--- src/hw/rtl/cft_pkg.sv ---
// Shared types and constants of the CSV field tokenizer.
// No dependencies; every RTL file imports this package.
`timescale 1ns / 1ps
`default_nettype none

package cft_pkg;

    localparam int MAX_LEN = 256;
    localparam int FL_W = 9;
    localparam int LEN_NEED = $clog2(MAX_LEN + 1);
    localparam int LEN_W = (LEN_NEED > FL_W) ? LEN_NEED : FL_W;

    localparam logic [7:0] QUOTE_BYTE = 8'd34;
    localparam logic [7:0] NUL_BYTE = 8'd0;
    localparam logic [7:0] CR_BYTE = 8'd13;
    localparam logic [7:0] LF_BYTE = 8'd10;
    localparam logic [7:0] SEP_RESET = 8'd44;

    localparam int Q_DEPTH = 4;
    localparam int Q_AW = $clog2(Q_DEPTH);

    localparam logic KIND_DATA = 1'b0;
    localparam logic KIND_END = 1'b1;

    localparam logic [1:0] ST_MORE = 2'd0;
    localparam logic [1:0] ST_LINE = 2'd1;
    localparam logic [1:0] ST_QUOTE = 2'd2;
    localparam logic [1:0] ST_LONG = 2'd3;

    typedef struct packed {
        logic [7:0] text;
        logic       line_end;
        logic       quote;
        logic       sep;
    } t_class;

    typedef struct packed {
        logic            kind;
        logic [7:0]      field_byte;
        logic [1:0]      status;
        logic [FL_W-1:0] field_length;
    } t_result;

    typedef struct packed {
        logic full;
        logic empty;
    } t_q_status;

endpackage

`default_nettype wire

--- src/hw/rtl/cft_front.sv ---
// Front end: input transfer, separator register and byte classification.
// Depends on cft_pkg; feeds cft_queue.
`timescale 1ns / 1ps
`default_nettype none

module cft_front
    import cft_pkg::*;
(
    input  wire logic       i_clk,
    input  wire logic       i_rst_n,
    input  wire logic       push,
    output logic            full,
    input  wire logic [7:0] i_text_byte,
    input  wire logic       i_cfg_valid,
    output logic            o_cfg_ready,
    input  wire logic [7:0] i_cfg_separator,
    input  wire t_q_status  i_q_status,
    output logic            o_q_wr,
    output t_class          o_q_data
);

    logic [7:0] r_sep;

    always_ff @(posedge i_clk) begin
        if (!i_rst_n) begin
            r_sep <= SEP_RESET;
        end else if (i_cfg_valid) begin
            r_sep <= i_cfg_separator;
        end
    end

    assign o_cfg_ready = 1'b1;
    assign full = i_q_status.full;
    assign o_q_wr = push & ~i_q_status.full;

    always_comb begin
        o_q_data.text = i_text_byte;
        o_q_data.line_end = (i_text_byte == NUL_BYTE) || (i_text_byte == CR_BYTE)
                            || (i_text_byte == LF_BYTE);
        o_q_data.quote = (i_text_byte == QUOTE_BYTE);
        o_q_data.sep = (i_text_byte == r_sep);
    end

endmodule

`default_nettype wire

--- src/hw/rtl/cft_queue.sv ---
// Short queue of classified bytes between front and back end.
// Depends on cft_pkg.
`timescale 1ns / 1ps
`default_nettype none

module cft_queue
    import cft_pkg::*;
(
    input  wire logic   i_clk,
    input  wire logic   i_rst_n,
    input  wire logic   i_wr,
    input  wire t_class i_wr_data,
    input  wire logic   i_rd,
    output t_class      o_rd_data,
    output t_q_status   o_status
);

    t_class              r_mem [Q_DEPTH];
    logic [Q_AW-1:0]     r_wp;
    logic [Q_AW-1:0]     r_rp;
    logic [Q_AW:0]       r_cnt;
    logic                wr_ok;
    logic                rd_ok;

    assign o_status.full = (r_cnt == (Q_AW+1)'(Q_DEPTH));
    assign o_status.empty = (r_cnt == '0);
    assign wr_ok = i_wr & ~o_status.full;
    assign rd_ok = i_rd & ~o_status.empty;
    assign o_rd_data = r_mem[r_rp];

    always_ff @(posedge i_clk) begin
        if (wr_ok) begin
            r_mem[r_wp] <= i_wr_data;
        end
    end

    always_ff @(posedge i_clk) begin
        if (!i_rst_n) begin
            r_wp <= '0;
            r_rp <= '0;
            r_cnt <= '0;
        end else begin
            if (wr_ok) begin
                r_wp <= r_wp + 1'b1;
            end
            if (rd_ok) begin
                r_rp <= r_rp + 1'b1;
            end
            if (wr_ok && !rd_ok) begin
                r_cnt <= r_cnt + 1'b1;
            end else if (rd_ok && !wr_ok) begin
                r_cnt <= r_cnt - 1'b1;
            end
        end
    end

endmodule

`default_nettype wire

--- src/hw/rtl/cft_back.sv ---
// Back end: field state machine and two-entry result buffer.
// Depends on cft_pkg; drains cft_queue.
`timescale 1ns / 1ps
`default_nettype none

module cft_back
    import cft_pkg::*;
(
    input  wire logic      i_clk,
    input  wire logic      i_rst_n,
    input  wire t_q_status i_q_status,
    input  wire t_class    i_q_data,
    output logic           o_q_rd,
    output logic           empty,
    input  wire logic      pop,
    output t_result        o_res
);

    typedef enum logic [2:0] {
        PH_START,
        PH_UNQ,
        PH_QUO,
        PH_QQ,
        PH_DROP
    } t_phase;

    t_phase           r_phase;
    t_phase           n_phase;
    logic [LEN_W-1:0] r_len;
    logic [LEN_W-1:0] n_len;
    t_result          r_obuf [2];
    logic             r_owp;
    logic             r_orp;
    logic [1:0]       r_ocnt;
    logic             emit;
    t_result          res;
    logic             len_full;
    logic             out_pop;
    logic             take;
    logic             do_emit;

    assign empty = (r_ocnt == 2'd0);
    assign out_pop = pop & ~empty;
    assign take = ~i_q_status.empty & ((r_ocnt != 2'd2) | out_pop);
    assign o_q_rd = take;
    assign do_emit = take & emit;
    assign o_res = r_obuf[r_orp];
    assign len_full = (r_len >= LEN_W'(MAX_LEN));

    always_comb begin
        n_phase = r_phase;
        n_len = r_len;
        emit = 1'b0;
        res.kind = KIND_END;
        res.field_byte = 8'd0;
        res.status = ST_MORE;
        res.field_length = r_len[FL_W-1:0];
        case (r_phase)
            PH_UNQ: begin
                if (i_q_data.line_end) begin
                    emit = 1'b1;
                    res.status = ST_LINE;
                    n_phase = PH_START;
                    n_len = '0;
                end else if (i_q_data.sep) begin
                    emit = 1'b1;
                    n_phase = PH_START;
                    n_len = '0;
                end else if (len_full) begin
                    emit = 1'b1;
                    res.status = ST_LONG;
                    n_phase = PH_DROP;
                    n_len = '0;
                end else begin
                    emit = 1'b1;
                    n_len = r_len + 1'b1;
                    res.kind = KIND_DATA;
                    res.field_byte = i_q_data.text;
                    res.field_length = n_len[FL_W-1:0];
                end
            end
            PH_QUO: begin
                if (i_q_data.line_end) begin
                    emit = 1'b1;
                    res.status = ST_QUOTE;
                    n_phase = PH_START;
                    n_len = '0;
                end else if (i_q_data.quote) begin
                    n_phase = PH_QQ;
                end else if (len_full) begin
                    emit = 1'b1;
                    res.status = ST_QUOTE;
                    n_phase = PH_DROP;
                    n_len = '0;
                end else begin
                    emit = 1'b1;
                    n_len = r_len + 1'b1;
                    res.kind = KIND_DATA;
                    res.field_byte = i_q_data.text;
                    res.field_length = n_len[FL_W-1:0];
                end
            end
            PH_QQ: begin
                emit = 1'b1;
                n_len = '0;
                if (i_q_data.quote && !len_full) begin
                    n_phase = PH_QUO;
                    n_len = r_len + 1'b1;
                    res.kind = KIND_DATA;
                    res.field_byte = i_q_data.text;
                    res.field_length = n_len[FL_W-1:0];
                end else if (i_q_data.line_end) begin
                    res.status = ST_LINE;
                    n_phase = PH_START;
                end else if (i_q_data.sep) begin
                    n_phase = PH_START;
                end else begin
                    res.status = ST_LONG;
                    n_phase = PH_DROP;
                end
            end
            PH_DROP: begin
                if (i_q_data.line_end) begin
                    n_phase = PH_START;
                    n_len = '0;
                end
            end
            default: begin
                n_len = '0;
                res.field_length = '0;
                if (i_q_data.line_end) begin
                    emit = 1'b1;
                    res.status = ST_LINE;
                    n_phase = PH_START;
                end else if (i_q_data.quote) begin
                    n_phase = PH_QUO;
                end else if (i_q_data.sep) begin
                    emit = 1'b1;
                    n_phase = PH_START;
                end else begin
                    emit = 1'b1;
                    n_phase = PH_UNQ;
                    n_len = LEN_W'(1);
                    res.kind = KIND_DATA;
                    res.field_byte = i_q_data.text;
                    res.field_length = FL_W'(1);
                end
            end
        endcase
    end

    always_ff @(posedge i_clk) begin
        if (do_emit) begin
            r_obuf[r_owp] <= res;
        end
    end

    always_ff @(posedge i_clk) begin
        if (!i_rst_n) begin
            r_phase <= PH_START;
            r_len <= '0;
            r_owp <= 1'b0;
            r_orp <= 1'b0;
            r_ocnt <= 2'd0;
        end else begin
            if (take) begin
                r_phase <= n_phase;
                r_len <= n_len;
            end
            if (do_emit) begin
                r_owp <= ~r_owp;
            end
            if (out_pop) begin
                r_orp <= ~r_orp;
            end
            if (do_emit && !out_pop) begin
                r_ocnt <= r_ocnt + 1'b1;
            end else if (out_pop && !do_emit) begin
                r_ocnt <= r_ocnt - 1'b1;
            end
        end
    end

endmodule

`default_nettype wire

--- src/hw/rtl/csv_field_tokenizer_unit.sv ---
// CSV field tokenizer top level: front end, classified-byte queue, back end.
// Depends on cft_pkg, cft_front, cft_queue, cft_back.
// Path: a byte is classified, written to the classified-byte queue, then registered in the result buffer.
// Throughput: one byte per cycle unless the result buffer is full and no result is popped.
// Reset (synchronous, active low): queues empty, separator back to comma, field start.
`timescale 1ns / 1ps
`default_nettype none

module csv_field_tokenizer_unit
    import cft_pkg::*;
(
    input  wire logic            i_clk,
    input  wire logic            i_rst_n,
    input  wire logic            push,
    output logic                 full,
    input  wire logic [7:0]      i_text_byte,
    output logic                 empty,
    input  wire logic            pop,
    output logic                 o_kind,
    output logic [7:0]           o_field_byte,
    output logic [1:0]           o_status,
    output logic [FL_W-1:0]      o_field_length,
    input  wire logic            i_cfg_valid,
    output logic                 o_cfg_ready,
    input  wire logic [7:0]      i_cfg_separator
);

    t_q_status q_status;
    logic      q_wr;
    t_class    q_wr_data;
    logic      q_rd;
    t_class    q_rd_data;
    t_result   res;

    cft_front u_front (
        .i_clk           (i_clk),
        .i_rst_n         (i_rst_n),
        .push            (push),
        .full            (full),
        .i_text_byte     (i_text_byte),
        .i_cfg_valid     (i_cfg_valid),
        .o_cfg_ready     (o_cfg_ready),
        .i_cfg_separator (i_cfg_separator),
        .i_q_status      (q_status),
        .o_q_wr          (q_wr),
        .o_q_data        (q_wr_data)
    );

    cft_queue u_queue (
        .i_clk     (i_clk),
        .i_rst_n   (i_rst_n),
        .i_wr      (q_wr),
        .i_wr_data (q_wr_data),
        .i_rd      (q_rd),
        .o_rd_data (q_rd_data),
        .o_status  (q_status)
    );

    cft_back u_back (
        .i_clk      (i_clk),
        .i_rst_n    (i_rst_n),
        .i_q_status (q_status),
        .i_q_data   (q_rd_data),
        .o_q_rd     (q_rd),
        .empty      (empty),
        .pop        (pop),
        .o_res      (res)
    );

    assign o_kind = res.kind;
    assign o_field_byte = res.field_byte;
    assign o_status = res.status;
    assign o_field_length = res.field_length;

endmodule

`default_nettype wire

--- config.mk ---
export PLATFORM = sky130hd
export DESIGN_NAME = csv_field_tokenizer_unit
export DESIGN_NICKNAME = d
export VERILOG_FILES = /design/src/hw/rtl/cft_pkg.sv /design/src/hw/rtl/cft_front.sv /design/src/hw/rtl/cft_queue.sv /design/src/hw/rtl/cft_back.sv /design/src/hw/rtl/csv_field_tokenizer_unit.sv
export SDC_FILE = /design/constraint.sdc
export NUM_CORES = 1
export LEC_CHECK = 0
export ABC_AREA = 1
export BUFFER_PORTS_ARGS = -buffer_cell sky130_fd_sc_hd__buf_4
export CORE_MARGIN = 5
export CORE_UTILIZATION = 55
export CTS_BUF_LIST = sky130_fd_sc_hd__clkbuf_8
export DETAILED_ROUTE_END_ITERATION = 8
export PLACE_DENSITY = 0.74
export SKIP_CTS_REPAIR_TIMING = 1
export SYNTH_ARGS = -nofsm -noshare
export SYNTH_HDL_FRONTEND = slang
export SYNTH_SLANG_ARGS = --single-unit
--- constraint.sdc ---
create_clock -name i_clk -period 5.45 [get_ports i_clk]
set_input_delay 0.8175 -clock i_clk [delete_from_list [all_inputs] [get_ports i_clk]]
set_output_delay 0.8175 -clock i_clk [all_outputs]
set_load 0.005 [all_outputs]
== Yosys cells after proc, flatten, opt, wreduce, memory -nomap -nowiden ==
Memory sizes are Yosys's and may differ from the RTL's. A register that Yosys moved wholly into a read port is not among the register bits.
Index checks and enable logic that the tools add are counted.
Storage, ports and cells
  register bits after elaboration: 31
  RAM bits: 84
  word-level logic and storage cells: 124
  memories kept: 2
  output and inout bits: 23
  bits of input ports: 21
  bits in latches: 0
  memory bits (read-only): 0
Memories
  u_queue.r_mem: words 4, bits a word 11, read ports 1, clocked after Yosys merged registers in 1, write ports 1, RTL line cft_queue.sv:18  | t_class r_mem [Q_DEPTH];
  u_back.r_obuf: words 2, bits a word 20, read ports 1, clocked after Yosys merged registers in 1, write ports 1, RTL line cft_back.sv:31  | t_result r_obuf [2];
Cells by class
  reduce and logical (&&, ||, !) cells: 20
  bitwise logic cells: 12
  equal/unequal tests: 12
  add/sub/neg operators: 7
  shift operators: 0
  muxes and demuxes: 61
  magnitude comparators: 1
  multiply operators: 0
  divide/modulo/power cells: 0
Operator list (count)
  two-way mux 9 bit: 20
  case mux 20 bit (4 select lines): 1
  two-way mux 20 bit: 2
  two-way mux 3 bit: 13
  case mux 9 bit (4 select lines): 1
  two-way mux 2 bit: 11
  equality test 8 x 4 -> 1 bit, second input constant: 2
  case mux 3 bit (4 select lines): 1
  two-way mux 1 bit: 11
  adder 9 x 1 -> 9 bit, second input constant: 1
  greater-or-equal comparator 9 bit, second input constant: 1
  equality test 8 x 6 -> 1 bit, second input constant: 1
  equality test 8 bit: 1
  logical NOT 8 bit: 1
  adder 2 x 1 -> 2 bit, second input constant: 3
  bitwise AND 1 bit: 6
  equality test 3 x 2 -> 1 bit, second input constant: 2
  equality test 3 bit, second input constant: 2
  logical AND 1 bit: 5
  logical NOT 1 bit: 5
  inverter 1 bit: 5
  != test 2 bit, second input constant: 2
  nonzero test 2 bit: 2
  adder 3 x 1 -> 3 bit, second input constant: 1
  other kinds (12): 13

== Logic depth before layout (Yosys ltp) ==
  word-level depth: 10
  mapped depth: 14
  gate-level depth less buffers: 13

== Cells and area by module ==
From an unflattened synthesis, not the netlist that was laid out.
Second synthesis, totals
  cells, all modules: 581
  area, all modules: 5666.7 um^2
By module, submodules not included
  cft_back: instances 1, area each 2929.1 um^2, cells each 301, sequential area each 1541.5 um^2
  cft_queue: instances 1, area each 2158.3 um^2, cells each 177, sequential area each 1501.4 um^2
  cft_front: instances 1, area each 579.3 um^2, cells each 103, sequential area each 160.2 um^2

== Least setup slack after synthesis ==
No wires, ideal clock.
  path type: input to register
  from: input pop
  to: memory u_back.r_obuf[1][0] (netlist bit) (enable)
  path buffers: 0
  path slack: 3.003 ns
  required time: 5.052 ns
  setup time: 0.398 ns
  data arrival time: 2.048 ns
  stages: 6
  cell sequence: inv_1 -> nand3_1 -> nand2_1 -> nor2_1 -> nand2_1 -> nor2_1
On the way
  word-level cells in the longest chain between the ends: 6
RTL lines
  start, declared: RTL line csv_field_tokenizer_unit.sv:18  | input wire logic pop,
  bitwise AND 1 bit: RTL line cft_back.sv:43  | assign out_pop = pop & ~empty;
  OR 1 bit: RTL line cft_back.sv:44  | assign take = ~i_q_status.empty & ((r_ocnt != 2'd2) | out_pop);
  bitwise AND 1 bit: RTL line cft_back.sv:44
  bitwise AND 1 bit: RTL line cft_back.sv:46  | assign do_emit = take & emit;
  two-way mux 1 bit: RTL line cft_back.sv:153  | if (do_emit) begin
  two-way mux 1 bit (implied by the code): RTL line cft_back.sv:154  | r_obuf[r_owp] <= res;
  end, declared: RTL line cft_back.sv:31
Every way passes these cells.

==> results.yml <==
power_and_ir_drop:
  p_per_area_mw_per_mm2: 519
  power_mw: 3.28
  power.leakage_nw: 2.56
  ir_drop_uv: 264
synthesis:
  async_reset_ff_frac: 0
  ys_seq_elements: 118
  avgSynthCellArea_um2: 10.2
  syn_area_mm2: 0.00555
  syn_inst: 546
  ys.warnings.count: 0
  synth_edf_count: 84
  synthFlopType: "edfxtp_1"
  ys_types: 43
  ys_seq_area_frac: 0.577
  synth_fp_nets: 578
sta:
  hold_viol_final: 0
  rsz0062_at_grt: "no"
  period_needed_ns: 2.99
  fin_crit_sh: 0.549
  timing.fmax_mhz: 334
  worst_slew_pin_slew_ns: 1.07
  fin_ws_ns: 2.46
  holdWs_ns: 0.454
  skew_ns: 0.00887
  maxSlewViolCount: 0
  relSlewSlack: 0.287
  fin_setup_tns_ns: 0
  finalSetupViolCount: 0
critical_path:
  r2r_slack_ns: 2.46
  r2r_end: "u_back.r_ocnt[1]"
  startpoint_type: "flip-flop"
  worstRegToRegCells: 12
  required_ns: 5.76
  worstPathArrival_ns: 3.30
  path_class: "reg -> reg"
  end_kind: "flip-flop"
  cp_max_fo: 25
clock_tree:
  clk_latency_ns: 0.43
  cts_sinks: 118
  cts-root-buf: "clkbuf_8"
  cts_tree: "done"
  htree_levels: 4
  clk_pin_slew_ns: 0.06
  cts_buffers: 17
  clk_path_buf_depth: 2
placed_design:
  place_hpwl_mm: 7.48
  globalplace.congestion: 0.893
  place_inst: 706
  dp_slack_ns: 2.46
  port_buffers: 42
  place_area_mm2: 0.00594
outcome:
  outcome: "finished clean"
die:
  dieArea_mm2: 0.0122
  ios: 44
  die_w_um: 110
  start_util: 0.565
  core_region_area_mm2: 0.00982
  fp.dieH_um: 110
  fp-row-count: 36
layout:
  fin_nets: 624
  finalNonFillerCells: 737
  drive_above_1_share: 0.207
  post-route-util: 0.644
  fillerInstances: 857
  final_cell_area_mm2: 0.00632
  n_antenna_cell: 0
  area_growth_pct: 13.9
worst_hold_path:
  min_to: "u_back.r_orp"
  holdPathStages: 1
  min_path_type: "reg -> reg"
  hp-start: "u_back.r_orp"
detailed_routing:
  wl_mm: 10.8
  num_vias: 3941
  first_iter_violations: 261
  drt-pass1-iter-count: 5
  drt-vias-per-instance: 5.35
  wl_met1_mm: 5.03
  highest_layer: "met4"
  wl_met2_mm: 5.04
  drc_errors: 0
  postRouteAntennaNets: 0
  wire_per_inst_um: 14.7
  met3_length_um: 595
grt:
  antenna_found_initial: 0
  grt_pass1_vias: 3920
  grt_usage: 0.186
  overflow: 0
  grt_max_degree: 26
  grt_first_pass_wirelength_mm: 18.4
run:
  drv_cap: 0
[cells in the final DEF (no fill, tap or decap), types with 20 or more instances in the layout]
master,netlist,layout
a21oi_1,39,39
inv_1,45,48
buf_4,2,44
mux2_2,20,20
nand2_1,107,107
dfxtp_1,34,34
edfxtp_1,84,84
nor2_1,46,46
nand3_1,36,36
o21ai_0,27,27
[critical path, cell delays in order (launching register included)]
cell and delay [ns]:
dfxtp_1 0.93, inv_4 0.26, nand2_1 0.15, nand3_1 0.07
nand2_1 0.38, nand3_1 0.13, nand2_1 0.13, inv_1 0.06
ha_1 0.31, a21oi_1 0.11, o21ai_0 0.12, o21ai_0 0.16
a21oi_1 0.05
[power breakdown]
part | internal (mW) | switching, mW | leakage (nW) | total, mW
Combinational | 0.451 | 0.718 | 1.29 | 1.17
Sequential | 1.23 | 0.115 | 1.07 | 1.35
Clock | 0.437 | 0.324 | 0.194 | 0.760
Total | 2.12 | 1.16 | 2.56 | 3.28
[cells in the mapped netlist, types with 2 or more instances]
master / instances / share of area
nand2_1: 107 / 0.072
edfxtp_1: 84 / 0.45
nor2_1: 46 / 0.031
inv_1: 45 / 0.030
a21oi_1: 39 / 0.035
nand3_1: 36 / 0.032
dfxtp_1: 34 / 0.12
o21ai_0: 27 / 0.024
mux2_2: 20 / 0.041
ha_1: 10 / 0.023
clkbuf_1: 9 / 0.0061
inv_2: 9 / 0.0061
a32o_1: 8 / 0.014
nand4_1: 8 / 0.0090
xnor2_1: 8 / 0.013
nand2_2: 7 / 0.0079
nand3_2: 5 / 0.0090
nor3_1: 5 / 0.0045
xor2_1: 5 / 0.0079
buf_6: 4 / 0.0081
nor2_4: 4 / 0.0081
a31oi_1: 2 / 0.0023
buf_4: 2 / 0.0027
nor2_2: 2 / 0.0023
or2_2: 2 / 0.0023
[worst max-delay path by stage]
stage / start / end / slack (ns)
2_1_floorplan: pop / u_back.r_obuf[1][0] / 3.00
3_3_place_gp: flip-flop / u_back.r_ocnt[1] / 2.60
3_5_place_dp: flip-flop / u_back.r_ocnt[1] / 2.46
4_1_cts: flip-flop / u_back.r_ocnt[1] / 2.45
5_1_grt: flip-flop / u_back.r_ocnt[1] / 2.05
6_report: flip-flop / u_back.r_ocnt[1] / 2.46
[sequential cells by signal (all words and copies together) (netlist names), named ones only]
name	cells
u_queue.r_mem	44
u_back.r_obuf	40
u_back.r_len	9
u_front.r_sep	8
u_back.r_phase	3
u_queue.r_cnt	3
u_back.r_ocnt	2
u_queue.r_rp	2
u_queue.r_wp	2
u_back.r_orp	1
u_back.r_owp	1
[layer usage]
layer  GRT usage  up-vias
met5           0        -
met4      0.0649        0
met3      0.0596       15
met2       0.292      102
met1       0.243     1857
li1            -     1967
[cell families (layout without fill, tap and decap cells)]
| logic type | after synthesis | after routing | share of synthesized area |
|---|---|---|---|
| buffers and inverters | 73 | 131 | 0.0568 |
| multiplexers | 20 | 20 | 0.0406 |
| flip-flops | 118 | 118 | 0.577 |
| other | 1 | 1 | 0.000676 |
| AO/OA/AOI/OAI | 82 | 82 | 0.0859 |
| AND/OR/NAND/NOR | 228 | 228 | 0.192 |
| XOR/XNOR | 13 | 13 | 0.0205 |
| adder cells (fa/ha/maj) | 11 | 11 | 0.0262 |
[area by class of cell]
| type | count | area (um2) | area share |
|---|---|---|---|
| clock inverter | 14 | 145 | 0.0230 |
| tap | 133 | 166 | 0.0263 |
| multi-input combinational | 355 | 2030 | 0.321 |
| sequential | 118 | 3200 | 0.507 |
| timing repair buffer | 44 | 330 | 0.0522 |
| inverter | 56 | 213 | 0.0336 |
| clock buffer | 17 | 234 | 0.0370 |
(Power assumes the default switching activity.)
